### config.mk
export PLATFORM = sky130hd
export DESIGN_NAME = array_list_insert_delete_sort_flat
export DESIGN_NICKNAME = d
export VERILOG_FILES = /design/src/rtl/core/alds_pkg.sv /design/src/rtl/core/alds_if.sv /design/src/rtl/core/array_list_insert_delete_sort.sv /design/src/rtl/core/alds_mem.sv /design/src/rtl/core/alds_ctrl.sv /design/src/rtl/core/alds_oreg.sv /design/src/flat_wrapper.sv
export VERILOG_INCLUDE_DIRS = /design/src /design/src/rtl/core
export SDC_FILE = /design/constraint.sdc
export NUM_CORES = 2
export LEC_CHECK = 0
export ABC_AREA = 1
export ABC_CLOCK_PERIOD_IN_PS = 7500
export BUFFER_PORTS_ARGS = -buffer_cell sky130_fd_sc_hd__buf_2
export CAP_MARGIN = 20
export CORE_ASPECT_RATIO = 0.9
export CORE_UTILIZATION = 35
export DETAILED_ROUTE_END_ITERATION = 7
export PLACE_DENSITY_LB_ADDON = 0.1
export SLEW_MARGIN = 20
export SYNTH_ARGS = -nofsm -noshare
export SYNTH_HDL_FRONTEND = slang
export SYNTH_SLANG_ARGS = --single-unit
### constraint.sdc
create_clock -name clk_i -period 7.5 [get_ports clk_i]
set_input_delay 0.375 -clock clk_i [delete_from_list [all_inputs] [get_ports clk_i]]
set_output_delay 0.375 -clock clk_i [all_outputs]
set_load 0.02 [all_outputs]
### src/rtl/core/array_list_insert_delete_sort_macros.svh
// ----------------------------------------------------------------------------
// array list assertion macros
// shared concurrent assertion shorthands, clocked and reset-qualified
// ----------------------------------------------------------------------------
`ifndef ARRAY_LIST_INSERT_DELETE_SORT_MACROS_SVH
`define ARRAY_LIST_INSERT_DELETE_SORT_MACROS_SVH

// property holds at every edge out of reset
`define ALDS_ASSERT(lbl, clk, rst_n, prop, msg) \
  lbl: assert property (@(posedge clk) disable iff (!rst_n) (prop)) else $error(msg);

// consequent holds in the cycle after the antecedent
`define ALDS_ASSERT_NEXT(lbl, clk, rst_n, ante, cons, msg) \
  lbl: assert property (@(posedge clk) disable iff (!rst_n) (ante) |=> (cons)) \
    else $error(msg);

`endif

### src/rtl/core/alds_pkg.sv
// ----------------------------------------------------------------------------
// alds_pkg
// field widths, operation and status codes, result word type
// ----------------------------------------------------------------------------
package alds_pkg;

  localparam int unsigned FuncW = 3;
  localparam int unsigned PosW  = 7;
  localparam int unsigned ValW  = 32;
  localparam int unsigned CntW  = 7;
  localparam int unsigned StsW  = 2;

  typedef enum logic [FuncW-1:0] {
    F_APPEND = 3'd0,
    F_INSERT = 3'd1,
    F_DELETE = 3'd2,
    F_SORT   = 3'd3,
    F_READ   = 3'd4,
    F_CLEAR  = 3'd5
  } func_e;

  typedef enum logic [StsW-1:0] {
    ST_OK    = 2'd0,
    ST_FULL  = 2'd1,
    ST_RANGE = 2'd2
  } status_e;

  typedef struct packed {
    logic signed [ValW-1:0] read_value;
    logic [CntW-1:0]        count;
    status_e                status;
  } res_t;

endpackage

### src/rtl/core/alds_if.sv
// ----------------------------------------------------------------------------
// alds_if
// valid/ready channels for request words and result words
// ----------------------------------------------------------------------------
interface alds_in_if;
  import alds_pkg::*;

  logic                   valid;
  logic                   ready;
  logic [FuncW-1:0]       func;
  logic [PosW-1:0]        position;
  logic signed [ValW-1:0] value;

  modport source (output valid, output func, output position, output value, input ready);
  modport sink (input valid, input func, input position, input value, output ready);
endinterface

interface alds_out_if;
  import alds_pkg::*;

  logic                   valid;
  logic                   ready;
  logic signed [ValW-1:0] read_value;
  logic [CntW-1:0]        count;
  logic [StsW-1:0]        status;

  modport source (output valid, output read_value, output count, output status, input ready);
  modport sink (input valid, input read_value, input count, input status, output ready);
endinterface

### src/rtl/core/array_list_insert_delete_sort.sv
// ----------------------------------------------------------------------------
// array_list_insert_delete_sort: bounded signed word list with count
// append, clear, refused or unused ops, insert at count and delete of the last word
//   complete from the idle state; read waits on the registered store read; other inserts
//   and deletes first shift the words behind the position one place, word by word
// sort: up to n - 1 bubble passes, stopping early after a pass with no swap
// one word in flight, next request taken once idle; reset clears count and control
// ----------------------------------------------------------------------------
module array_list_insert_delete_sort #(
  parameter int unsigned DEPTH = 64
) (
  input  logic       clk_i,
  input  logic       rst_ni,
  alds_in_if.sink    in_i,
  alds_out_if.source out_o
);
  import alds_pkg::*;

  localparam int unsigned AW = $clog2(DEPTH);

  // sequencer to output register
  logic res_valid;
  logic res_ready;
  res_t res;

  // store ports
  logic                   mem_we;
  logic [AW-1:0]          mem_waddr;
  logic signed [ValW-1:0] mem_wdata;
  logic                   mem_re;
  logic [AW-1:0]          mem_raddr;
  logic signed [ValW-1:0] mem_rdata;

  // sequencer: decodes the request word, owns the count, runs the shift
  // and sort loops as read/modify/write sweeps over the store
  alds_ctrl #(
    .DEPTH (DEPTH)
  ) u_ctrl (
    .clk_i       (clk_i),
    .rst_ni      (rst_ni),
    .in_i        (in_i),
    .res_valid_o (res_valid),
    .res_ready_i (res_ready),
    .res_o       (res),
    .mem_we_o    (mem_we),
    .mem_waddr_o (mem_waddr),
    .mem_wdata_o (mem_wdata),
    .mem_re_o    (mem_re),
    .mem_raddr_o (mem_raddr),
    .mem_rdata_i (mem_rdata)
  );

  // element store, registered read data
  alds_mem #(
    .DEPTH (DEPTH)
  ) u_mem (
    .clk_i   (clk_i),
    .we_i    (mem_we),
    .waddr_i (mem_waddr),
    .wdata_i (mem_wdata),
    .re_i    (mem_re),
    .raddr_i (mem_raddr),
    .rdata_o (mem_rdata)
  );

  // output word register, lets the sequencer go idle while a word waits
  alds_oreg u_oreg (
    .clk_i       (clk_i),
    .rst_ni      (rst_ni),
    .res_valid_i (res_valid),
    .res_ready_o (res_ready),
    .res_i       (res),
    .out_o       (out_o)
  );

endmodule

### src/rtl/core/alds_mem.sv
// ----------------------------------------------------------------------------
// alds_mem
// element store, one write and one read port, registered read data
// ----------------------------------------------------------------------------
module alds_mem #(
  parameter int unsigned DEPTH = 64,
  localparam int unsigned AW   = $clog2(DEPTH)
) (
  input  logic                          clk_i,
  input  logic                          we_i,
  input  logic [AW-1:0]                 waddr_i,
  input  logic signed [alds_pkg::ValW-1:0] wdata_i,
  input  logic                          re_i,
  input  logic [AW-1:0]                 raddr_i,
  output logic signed [alds_pkg::ValW-1:0] rdata_o
);
  import alds_pkg::*;

  logic signed [ValW-1:0] mem_q [DEPTH];
  logic signed [ValW-1:0] rdata_q;

  always_ff @(posedge clk_i) begin
    if (we_i) begin
      mem_q[waddr_i] <= wdata_i;
    end
    if (re_i) begin
      rdata_q <= mem_q[raddr_i];
    end
  end

  assign rdata_o = rdata_q;

endmodule

### src/rtl/core/alds_ctrl.sv
// ----------------------------------------------------------------------------
// alds_ctrl
// operation sequencer: count register, shifts, bubble sort passes
// ----------------------------------------------------------------------------
`include "array_list_insert_delete_sort_macros.svh"

module alds_ctrl #(
  parameter int unsigned DEPTH = 64,
  localparam int unsigned AW   = $clog2(DEPTH)
) (
  input  logic                             clk_i,
  input  logic                             rst_ni,
  alds_in_if.sink                          in_i,
  output logic                             res_valid_o,
  input  logic                             res_ready_i,
  output alds_pkg::res_t                   res_o,
  output logic                             mem_we_o,
  output logic [AW-1:0]                    mem_waddr_o,
  output logic signed [alds_pkg::ValW-1:0] mem_wdata_o,
  output logic                             mem_re_o,
  output logic [AW-1:0]                    mem_raddr_o,
  input  logic signed [alds_pkg::ValW-1:0] mem_rdata_i
);
  import alds_pkg::*;

  localparam int unsigned CW   = $clog2(DEPTH + 1);
  localparam int unsigned CmpW = (CW > PosW) ? CW : PosW;

  typedef enum logic [8:0] {
    S_IDLE  = 9'b000000001,
    S_SHUP  = 9'b000000010,
    S_SHDN  = 9'b000000100,
    S_FLUSH = 9'b000001000,
    S_PUT   = 9'b000010000,
    S_SORT  = 9'b000100000,
    S_SWB   = 9'b001000000,
    S_READ  = 9'b010000000,
    S_DONE  = 9'b100000000
  } state_e;

  state_e                 st_q, st_d;
  logic [CW-1:0]          cnt_q, cnt_d;
  logic                   pend_q, pend_d;
  logic                   iss_q, iss_d;
  logic                   up_q, up_d;
  logic                   swp_q, swp_d;
  logic [AW-1:0]          pos_q, pos_d;
  logic [AW-1:0]          rd_q, rd_d;
  logic [AW-1:0]          ra_q, ra_d;
  logic [AW-1:0]          lim_q, lim_d;
  logic signed [ValW-1:0] val_q, val_d;
  logic signed [ValW-1:0] cur_q, cur_d;
  logic signed [ValW-1:0] rdv_q, rdv_d;
  status_e                sts_q, sts_d;

  logic [CmpW-1:0] pos_c, cnt_c;
  logic            full;
  logic [AW-1:0]   cnt_a, cnt_m1;

  assign pos_c  = CmpW'(in_i.position);
  assign cnt_c  = CmpW'(cnt_q);
  assign full   = (cnt_q == CW'(DEPTH));
  assign cnt_a  = AW'(cnt_q);
  assign cnt_m1 = AW'(cnt_q - CW'(1));

  assign in_i.ready  = (st_q == S_IDLE);
  assign res_valid_o = (st_q == S_DONE);
  assign res_o       = '{read_value: rdv_q, count: CntW'(cnt_q), status: sts_q};

  always_comb begin
    st_d   = st_q;
    cnt_d  = cnt_q;
    pend_d = pend_q;
    iss_d  = iss_q;
    up_d   = up_q;
    swp_d  = swp_q;
    pos_d  = pos_q;
    rd_d   = rd_q;
    ra_d   = ra_q;
    lim_d  = lim_q;
    val_d  = val_q;
    cur_d  = cur_q;
    rdv_d  = rdv_q;
    sts_d  = sts_q;

    mem_we_o    = 1'b0;
    mem_waddr_o = '0;
    mem_wdata_o = '0;
    mem_re_o    = 1'b0;
    mem_raddr_o = '0;

    // shift write-back, in the cycle after its read
    if ((st_q == S_SHUP || st_q == S_SHDN || st_q == S_FLUSH) && pend_q) begin
      mem_we_o    = 1'b1;
      mem_waddr_o = up_q ? (ra_q + AW'(1)) : (ra_q - AW'(1));
      mem_wdata_o = mem_rdata_i;
    end

    case (st_q)
      S_IDLE: begin
        if (in_i.valid) begin
          rdv_d = '0;
          sts_d = ST_OK;
          st_d  = S_DONE;
          case (in_i.func)
            F_APPEND: begin
              if (full) begin
                sts_d = ST_FULL;
              end else begin
                mem_we_o    = 1'b1;
                mem_waddr_o = cnt_a;
                mem_wdata_o = in_i.value;
                cnt_d       = cnt_q + CW'(1);
              end
            end
            F_INSERT: begin
              if (full) begin
                sts_d = ST_FULL;
              end else if (pos_c > cnt_c) begin
                sts_d = ST_RANGE;
              end else if (pos_c == cnt_c) begin
                mem_we_o    = 1'b1;
                mem_waddr_o = cnt_a;
                mem_wdata_o = in_i.value;
                cnt_d       = cnt_q + CW'(1);
              end else begin
                pos_d  = AW'(in_i.position);
                val_d  = in_i.value;
                up_d   = 1'b1;
                rd_d   = cnt_m1;
                pend_d = 1'b0;
                st_d   = S_SHUP;
              end
            end
            F_DELETE: begin
              if (pos_c >= cnt_c) begin
                sts_d = ST_RANGE;
              end else if (pos_c + CmpW'(1) == cnt_c) begin
                cnt_d = cnt_q - CW'(1);
              end else begin
                up_d   = 1'b0;
                rd_d   = AW'(in_i.position) + AW'(1);
                pend_d = 1'b0;
                st_d   = S_SHDN;
              end
            end
            F_SORT: begin
              if (cnt_q >= CW'(2)) begin
                lim_d  = cnt_m1;
                rd_d   = '0;
                iss_d  = 1'b1;
                pend_d = 1'b0;
                swp_d  = 1'b0;
                st_d   = S_SORT;
              end
            end
            F_READ: begin
              if (pos_c >= cnt_c) begin
                sts_d = ST_RANGE;
              end else begin
                mem_re_o    = 1'b1;
                mem_raddr_o = AW'(in_i.position);
                st_d        = S_READ;
              end
            end
            F_CLEAR: begin
              cnt_d = '0;
            end
            default: begin
              // unused codes leave everything as it is
            end
          endcase
        end
      end

      S_SHUP: begin
        mem_re_o    = 1'b1;
        mem_raddr_o = rd_q;
        ra_d        = rd_q;
        pend_d      = 1'b1;
        if (rd_q == pos_q) begin
          st_d = S_FLUSH;
        end else begin
          rd_d = rd_q - AW'(1);
        end
      end

      S_SHDN: begin
        mem_re_o    = 1'b1;
        mem_raddr_o = rd_q;
        ra_d        = rd_q;
        pend_d      = 1'b1;
        if (rd_q == cnt_m1) begin
          st_d = S_FLUSH;
        end else begin
          rd_d = rd_q + AW'(1);
        end
      end

      S_FLUSH: begin
        pend_d = 1'b0;
        if (up_q) begin
          st_d = S_PUT;
        end else begin
          cnt_d = cnt_q - CW'(1);
          st_d  = S_DONE;
        end
      end

      S_PUT: begin
        mem_we_o    = 1'b1;
        mem_waddr_o = pos_q;
        mem_wdata_o = val_q;
        cnt_d       = cnt_q + CW'(1);
        st_d        = S_DONE;
      end

      S_SORT: begin
        if (iss_q) begin
          mem_re_o    = 1'b1;
          mem_raddr_o = rd_q;
          ra_d        = rd_q;
          if (rd_q == lim_q) begin
            iss_d = 1'b0;
          end else begin
            rd_d = rd_q + AW'(1);
          end
        end
        pend_d = iss_q;
        if (pend_q) begin
          if (ra_q == '0) begin
            cur_d = mem_rdata_i;
          end else begin
            // the larger word travels on in cur, the smaller one lands below
            mem_we_o    = 1'b1;
            mem_waddr_o = ra_q - AW'(1);
            if (cur_q > mem_rdata_i) begin
              mem_wdata_o = mem_rdata_i;
              swp_d       = 1'b1;
            end else begin
              mem_wdata_o = cur_q;
              cur_d       = mem_rdata_i;
            end
          end
          if (ra_q == lim_q) begin
            st_d = S_SWB;
          end
        end
      end

      S_SWB: begin
        mem_we_o    = 1'b1;
        mem_waddr_o = lim_q;
        mem_wdata_o = cur_q;
        if (lim_q == AW'(1) || !swp_q) begin
          st_d = S_DONE;
        end else begin
          lim_d  = lim_q - AW'(1);
          rd_d   = '0;
          iss_d  = 1'b1;
          pend_d = 1'b0;
          swp_d  = 1'b0;
          st_d   = S_SORT;
        end
      end

      S_READ: begin
        rdv_d = mem_rdata_i;
        st_d  = S_DONE;
      end

      S_DONE: begin
        if (res_ready_i) begin
          st_d = S_IDLE;
        end
      end

      default: begin
        st_d = S_IDLE;
      end
    endcase
  end

  always_ff @(posedge clk_i or negedge rst_ni) begin
    if (!rst_ni) begin
      st_q   <= S_IDLE;
      cnt_q  <= '0;
      pend_q <= 1'b0;
      iss_q  <= 1'b0;
    end else begin
      st_q   <= st_d;
      cnt_q  <= cnt_d;
      pend_q <= pend_d;
      iss_q  <= iss_d;
    end
  end

  always_ff @(posedge clk_i) begin
    up_q  <= up_d;
    swp_q <= swp_d;
    pos_q <= pos_d;
    rd_q  <= rd_d;
    ra_q  <= ra_d;
    lim_q <= lim_d;
    val_q <= val_d;
    cur_q <= cur_d;
    rdv_q <= rdv_d;
    sts_q <= sts_d;
  end

  `ALDS_ASSERT(a_cnt_bound, clk_i, rst_ni, cnt_q <= CW'(DEPTH), "count above depth")
  `ALDS_ASSERT(a_port_clash, clk_i, rst_ni, (mem_we_o && mem_re_o) |-> (mem_waddr_o != mem_raddr_o), "read and write hit one entry")
  `ALDS_ASSERT(a_full_sts, clk_i, rst_ni, (st_q == S_DONE && sts_q == ST_FULL) |-> full, "full status while not full")
  `ALDS_ASSERT_NEXT(a_sort_cnt, clk_i, rst_ni, st_q == S_SORT || st_q == S_SWB, $stable(cnt_q), "sort changed count")
  `ALDS_ASSERT_NEXT(a_clear, clk_i, rst_ni, in_i.valid && in_i.ready && in_i.func == F_CLEAR, cnt_q == '0, "clear left count")

endmodule

### src/rtl/core/alds_oreg.sv
// ----------------------------------------------------------------------------
// alds_oreg
// one-word output register between sequencer and result channel
// ----------------------------------------------------------------------------
module alds_oreg (
  input  logic           clk_i,
  input  logic           rst_ni,
  input  logic           res_valid_i,
  output logic           res_ready_o,
  input  alds_pkg::res_t res_i,
  alds_out_if.source     out_o
);
  import alds_pkg::*;

  logic vld_q, vld_d;
  res_t dat_q;
  logic load;

  assign res_ready_o = !vld_q || out_o.ready;
  assign load        = res_valid_i && res_ready_o;

  always_comb begin
    vld_d = vld_q;
    if (load) begin
      vld_d = 1'b1;
    end else if (out_o.ready) begin
      vld_d = 1'b0;
    end
  end

  always_ff @(posedge clk_i or negedge rst_ni) begin
    if (!rst_ni) begin
      vld_q <= 1'b0;
    end else begin
      vld_q <= vld_d;
    end
  end

  always_ff @(posedge clk_i) begin
    if (load) begin
      dat_q <= res_i;
    end
  end

  assign out_o.valid      = vld_q;
  assign out_o.read_value = dat_q.read_value;
  assign out_o.count      = dat_q.count;
  assign out_o.status     = dat_q.status;

endmodule
### src/flat_wrapper.sv
// flat-port wrapper written by rule: the top's interface ports become plain ports
module array_list_insert_delete_sort_flat import alds_pkg::*;
#(
  parameter int unsigned DEPTH = 64
)
  (clk_i, rst_ni, in_i_valid, in_i_func, in_i_position, in_i_value, in_i_ready, out_o_valid, out_o_read_value, out_o_count, out_o_status, out_o_ready);
  alds_in_if in_i_i ();
  alds_out_if out_o_i ();
  input  logic clk_i;
  input  logic rst_ni;
  input wire logic [$bits(in_i_i.valid)-1:0] in_i_valid;
  input wire logic [$bits(in_i_i.func)-1:0] in_i_func;
  input wire logic [$bits(in_i_i.position)-1:0] in_i_position;
  input wire logic [$bits(in_i_i.value)-1:0] in_i_value;
  output wire logic [$bits(in_i_i.ready)-1:0] in_i_ready;
  output wire logic [$bits(out_o_i.valid)-1:0] out_o_valid;
  output wire logic [$bits(out_o_i.read_value)-1:0] out_o_read_value;
  output wire logic [$bits(out_o_i.count)-1:0] out_o_count;
  output wire logic [$bits(out_o_i.status)-1:0] out_o_status;
  input wire logic [$bits(out_o_i.ready)-1:0] out_o_ready;
  assign in_i_i.valid = in_i_valid;
  assign in_i_i.func = in_i_func;
  assign in_i_i.position = in_i_position;
  assign in_i_i.value = in_i_value;
  assign in_i_ready = in_i_i.ready;
  assign out_o_valid = out_o_i.valid;
  assign out_o_read_value = out_o_i.read_value;
  assign out_o_count = out_o_i.count;
  assign out_o_status = out_o_i.status;
  assign out_o_i.ready = out_o_ready;
  array_list_insert_delete_sort #(.DEPTH(DEPTH)) u_core (.clk_i(clk_i), .rst_ni(rst_ni), .in_i(in_i_i), .out_o(out_o_i));
endmodule
==> results by stage <==
Synthesis:
- After synthesis, the share of flip-flops with an asynchronous set or reset is 0.8392%.
- The Yosys step of the flow raised 0 warnings.
- The total of flip-flops plus latches after synthesis is 2264.
- Summing the sequential cell areas from Yosys gives 66.10% of the chip area.
- The count of unique library cells instantiated by Yosys is 56.
- By area the synthesized netlist is led by edfxtp_1 (66%), nand3_1 (11%), inv_1 (5.7%).
- After synthesis the cells add up to 0.1027 sq mm.
- The gate count of the mapped netlist is 9549.
- The area share of the leading cell type in the synthesized netlist is 65.64%.
- The most used flip-flop cell after synthesis is edfxtp_1.
- Yosys mapped a number of flops with a built-in enable equal to 2245.
- The cell type with the largest total area after synthesis is edfxtp_1.
- The synthesized area per cell is 10.76 sq um.
- The number of nets in the synthesized netlist is 9648.

Worst setup path:
- The startpoint identified for the worst register-to-register timing path is u_core.u_mem.rdata_o[11].
- The type of the worst setup path is reg2reg.
- STA classifies the critical path endpoint as a register.
- The arrival time of the worst setup path is 6320 ps.
- For flop-to-flop paths, the worst setup slack is 1720 ps.
- Along the worst path, the maximum fanout reaches 36.
- STA classifies the critical path startpoint as a register.
- The most prevalent standard cell on the critical path is nand2_1.
- The cell type of the slowest stage on the worst timing path is edfxtp_1.
- The critical path goes through inv_1 -> ha_1 -> nand2_1 -> nor4_1 -> inv_1 -> o21ai_0 -> nand2_1 -> nand3_1 -> buf_4 -> nand3_2 -> nand2_1 -> o21ai_0 -> nand3_1 -> nand3_2 -> buf_4.
- The number of cells on the worst reg-to-reg path is 15.
- The worst path required time is 8040 ps.
- The worst flop-to-flop path endpoint is u_core.u_mem.mem_q[36][20].
- The largest stage delay on the critical path is 920 ps.

GRT:
- The first global-routing pass estimated 514.9 mm of wire.
- Global routing used 23.82% of the available tracks.
- Entering global routing, the biggest net connects 153 pins.
- The aggregate global routing overflow is 0.
- The initial antenna violation count is 10.
- The number of global-route vias before repair was 68810.

Placement:
- Routability-driven placement finished with a final weighted congestion of 0.8703.
- At the placement stage, the worst setup path has a slack of 1772 ps.
- In this run the cell area measured after placement is 0.1086 sq mm.
- The half-perimeter wire length after placement is 202.2 mm.
- The quantity of I/O buffers inserted on ports is 88.

Layout:
- The share of the core filled with cells in the final layout is 40.12%.
- The post-route netlist has 8.243% of its cells at a drive strength greater than 1.
- The final instance area is 0.1170 sq mm.
- The layout overhead on the synthesized area is 13.93%.
- The total number of nets in the final design is 9693.

Clock tree:
- After clock tree synthesis, the clock-pin slew on the worst setup and hold paths is 60 ps.
- In this run the deepest clock path goes through 4 buffers.
- The count of buffers added by post-CTS timing repair for setup is 0.
- Post-CTS repair changed the size of 0 cells.
- The TritonCTS clock tree is done.
- The later pin in the worst-skew pair is clocked with a latency of 860 ps.
- Counting the buffers created by CTS gives 266.
- CTS saw 2264 sinks.
- The cts-stage hold buffer count is 40.
- The tree is rooted in a clkbuf_16.
- The number of H-tree branching levels is 5.

Die:
- Pin placement for this block handled 89 I/O pins.
- The region available for standard cell placement spans 0.2917 sq mm.
- The number of standard-cell rows in the floorplan is 188.
- In this run the vertical extent of the chip is 515.9 um.
- The horizontal die dimension is 573 um.
- Once the floorplan was initialized, standard cells occupied 35.21% of the core.
- The die outline area is 0.2956 sq mm.

STA:
- At the pin with the least slew margin, the transition time is 1130 ps.
- Clock skew on the completed layout was measured at 48.67 ps.
- For this run, the top clock speed supported by timing is 172.9 MHz.
- The final critical-path share of the clock period is 77.10%.
- The final hold violation count was 0.
- After layout, the worst setup slack is 1718 ps.
- Setup violations remaining at the end of the flow were counted as 0.
- The total count of max-transition violations in the final report came to 0.
- The worst path needs 5782 ps of the cycle, external delays included.
- Measured against its own limit, the worst slew margin works out to 24.65%.
- Setup repair after global routing left no endpoint under its margin.
- After routing, the total negative slack on setup checks comes to 0 ps.

Outcome:
- The final reports fail on design-rule violations.
- The flow ran to the end, but the final reports show violations.

Route:
- The remaining antenna violation count after routing is 0.
- The via count is 71930.
- The first-pass iteration count of the detailed router is 8.
- The first routing iteration left 7602 violations.
- In the routed layout, each cell is associated on average with a via count of 5.260.
- The mean routed wirelength per cell is 26.27 um.
- The post-detailed-routing wire length is 359.3 mm.
- After detailed routing, the number of remaining DRC violations is 16.

Power and ir drop:
- The final total power is 42730 uW.
- IR analysis of the VDD net gives a maximum drop of 0.0003964 V.
- The static power due to leakage is 0.04543 uW.
- For this design the ratio of total power to cell area is 365.1 mW/mm^2.

Hold path:
- The type of the worst min-delay path is in2async.

Flow run:
- Max-cap violations in this run came to 0.
==> cell usage after synthesis, types with 2 or more instances <==
cell type	count
nor4_1	11
o221ai_1	2
a211oi_1	5
buf_1	136
nand2_1	1497
o21ai_1	2
xnor2_1	6
a32o_1	2
edfxtp_1	2245
nand3_2	4
buf_6	45
inv_2	9
o211ai_1	7
nand2_2	6
nand3_1	2291
a21oi_1	71
nand4_1	42
clkinv_1	4
xor2_1	21
nand3b_1	673
nor2_4	3
o22ai_1	23
or2_2	2
dfrtp_1	18
ha_1	52
o21bai_1	26
a221o_1	10
a21boi_0	14
clkbuf_1	250
a22o_1	3
nor2_1	202
buf_2	160
o21ai_0	113
o31ai_1	3
inv_1	1546
and2_1	2
nor2_2	4
nor3_1	13
a22oi_1	9
==> placed cells by master (no fill, tap or decap), drive strengths merged, types with 52 or more instances in the layout <==
cell type | synthesis | routed
nand3b | 673 | 673
nand3 | 2295 | 2295
buf | 342 | 329
edfxtp | 2245 | 2245
o21ai | 115 | 115
nor2 | 209 | 209
ha | 52 | 52
inv | 1555 | 1562
nand2 | 1504 | 1504
clkinv | 5 | 84
clkbuf | 250 | 350
a21oi | 72 | 72
==> flip-flops by register name, summed over array words and instances (netlist names), 7 cells and up <==
signal                          flops
u_core.u_mem.mem_q               2048
u_core.u_oreg.out_o.count           7
u_core.u_ctrl.cnt_c                 7
u_core.u_mem.rdata_o               32
u_core.u_oreg.out_o.read_value     32
u_core.u_ctrl.val_q                32
u_core.u_ctrl.st_q                  9
u_core.u_ctrl.cur_q                32
u_core.u_ctrl.rdv_q                32
==> worst max-delay path, delay by kind of cell (launching register included) <==
kind,cells,cell delay (ps)
compound gates,2,310
fa+ha+maj,1,370
buf+inv,4,1160
flops,1,920
simple gates,8,2630
==> per-stage QoR <==
stage          hold WS, ps  instances
6_report             41.02      13670
5_1_grt              63.51      13670
4_1_cts             0.6523      13670
3_5_place_dp         382.9      13180
3_3_place_gp         386.3      13180
2_1_floorplan        79.41       9549
==> worst max-delay path by stage <==
stage	start	slack, ps	end	cells past startpoint
4_1_cts	u_core.u_ctrl.cnt_c[4]	1750	u_core.u_mem.rdata_o[28]	18
5_1_grt	u_core.u_mem.rdata_o[15]	1340	u_core.u_mem.mem_q[37][2]	15
3_3_place_gp	u_core.u_mem.rdata_o[15]	1730	u_core.u_mem.mem_q[44][23]	15
6_report	u_core.u_mem.rdata_o[11]	1720	u_core.u_mem.mem_q[36][20]	15
3_5_place_dp	u_core.u_ctrl.cnt_c[4]	1770	u_core.u_mem.rdata_o[28]	18
2_1_floorplan	u_core.u_ctrl.cnt_c[4]	1940	u_core.u_mem.mem_q[0][31]	15
==> cell families (layout without fill, tap and decap cells) <==
family          after synthesis  after routing  share of synthesized area [%]
xor+xnor                     27             27                         0.2303
other cells                   0              1                              0
flops                      2264           2264                          66.10
simple gates               4755           4755                          22.88
mux                           1              1                       0.009747
fa+ha+maj                    53             53                         0.6530
buf+inv                    2152           2381                          8.394
compound gates              297            297                          1.730
==> cell type report <==
type	instances	area, sq um
inverters	1560	5887
repair buffers	369	3328
fillers	28090	174700
flip-flops and latches	2264	67890
clock buffers	350	7172
diodes	1	2.502
multi-input cells	5133	27020
well taps	3895	4873
clock inverters	102	838.3
==> power by group <==
part	internal (uW)	switching (uW)
sequential	17000	501
combinational	2970	9920
clock	7100	5270
total	27000	15700
==> routing by layer <==
| layer | vias up | track usage [%] | part of all wire [%] |
|---|---|---|---|
| li1 | 32720 | - | - |
| met1 | 36400 | 35.31 | 47 |
| met2 | 2343 | 36.94 | 44 |
| met3 | 454 | 2.508 | 5.4 |
| met4 | 0 | 6.580 | 2.7 |
| met5 | - | 0 | 0 |
(Power assumes the default switching activity.)
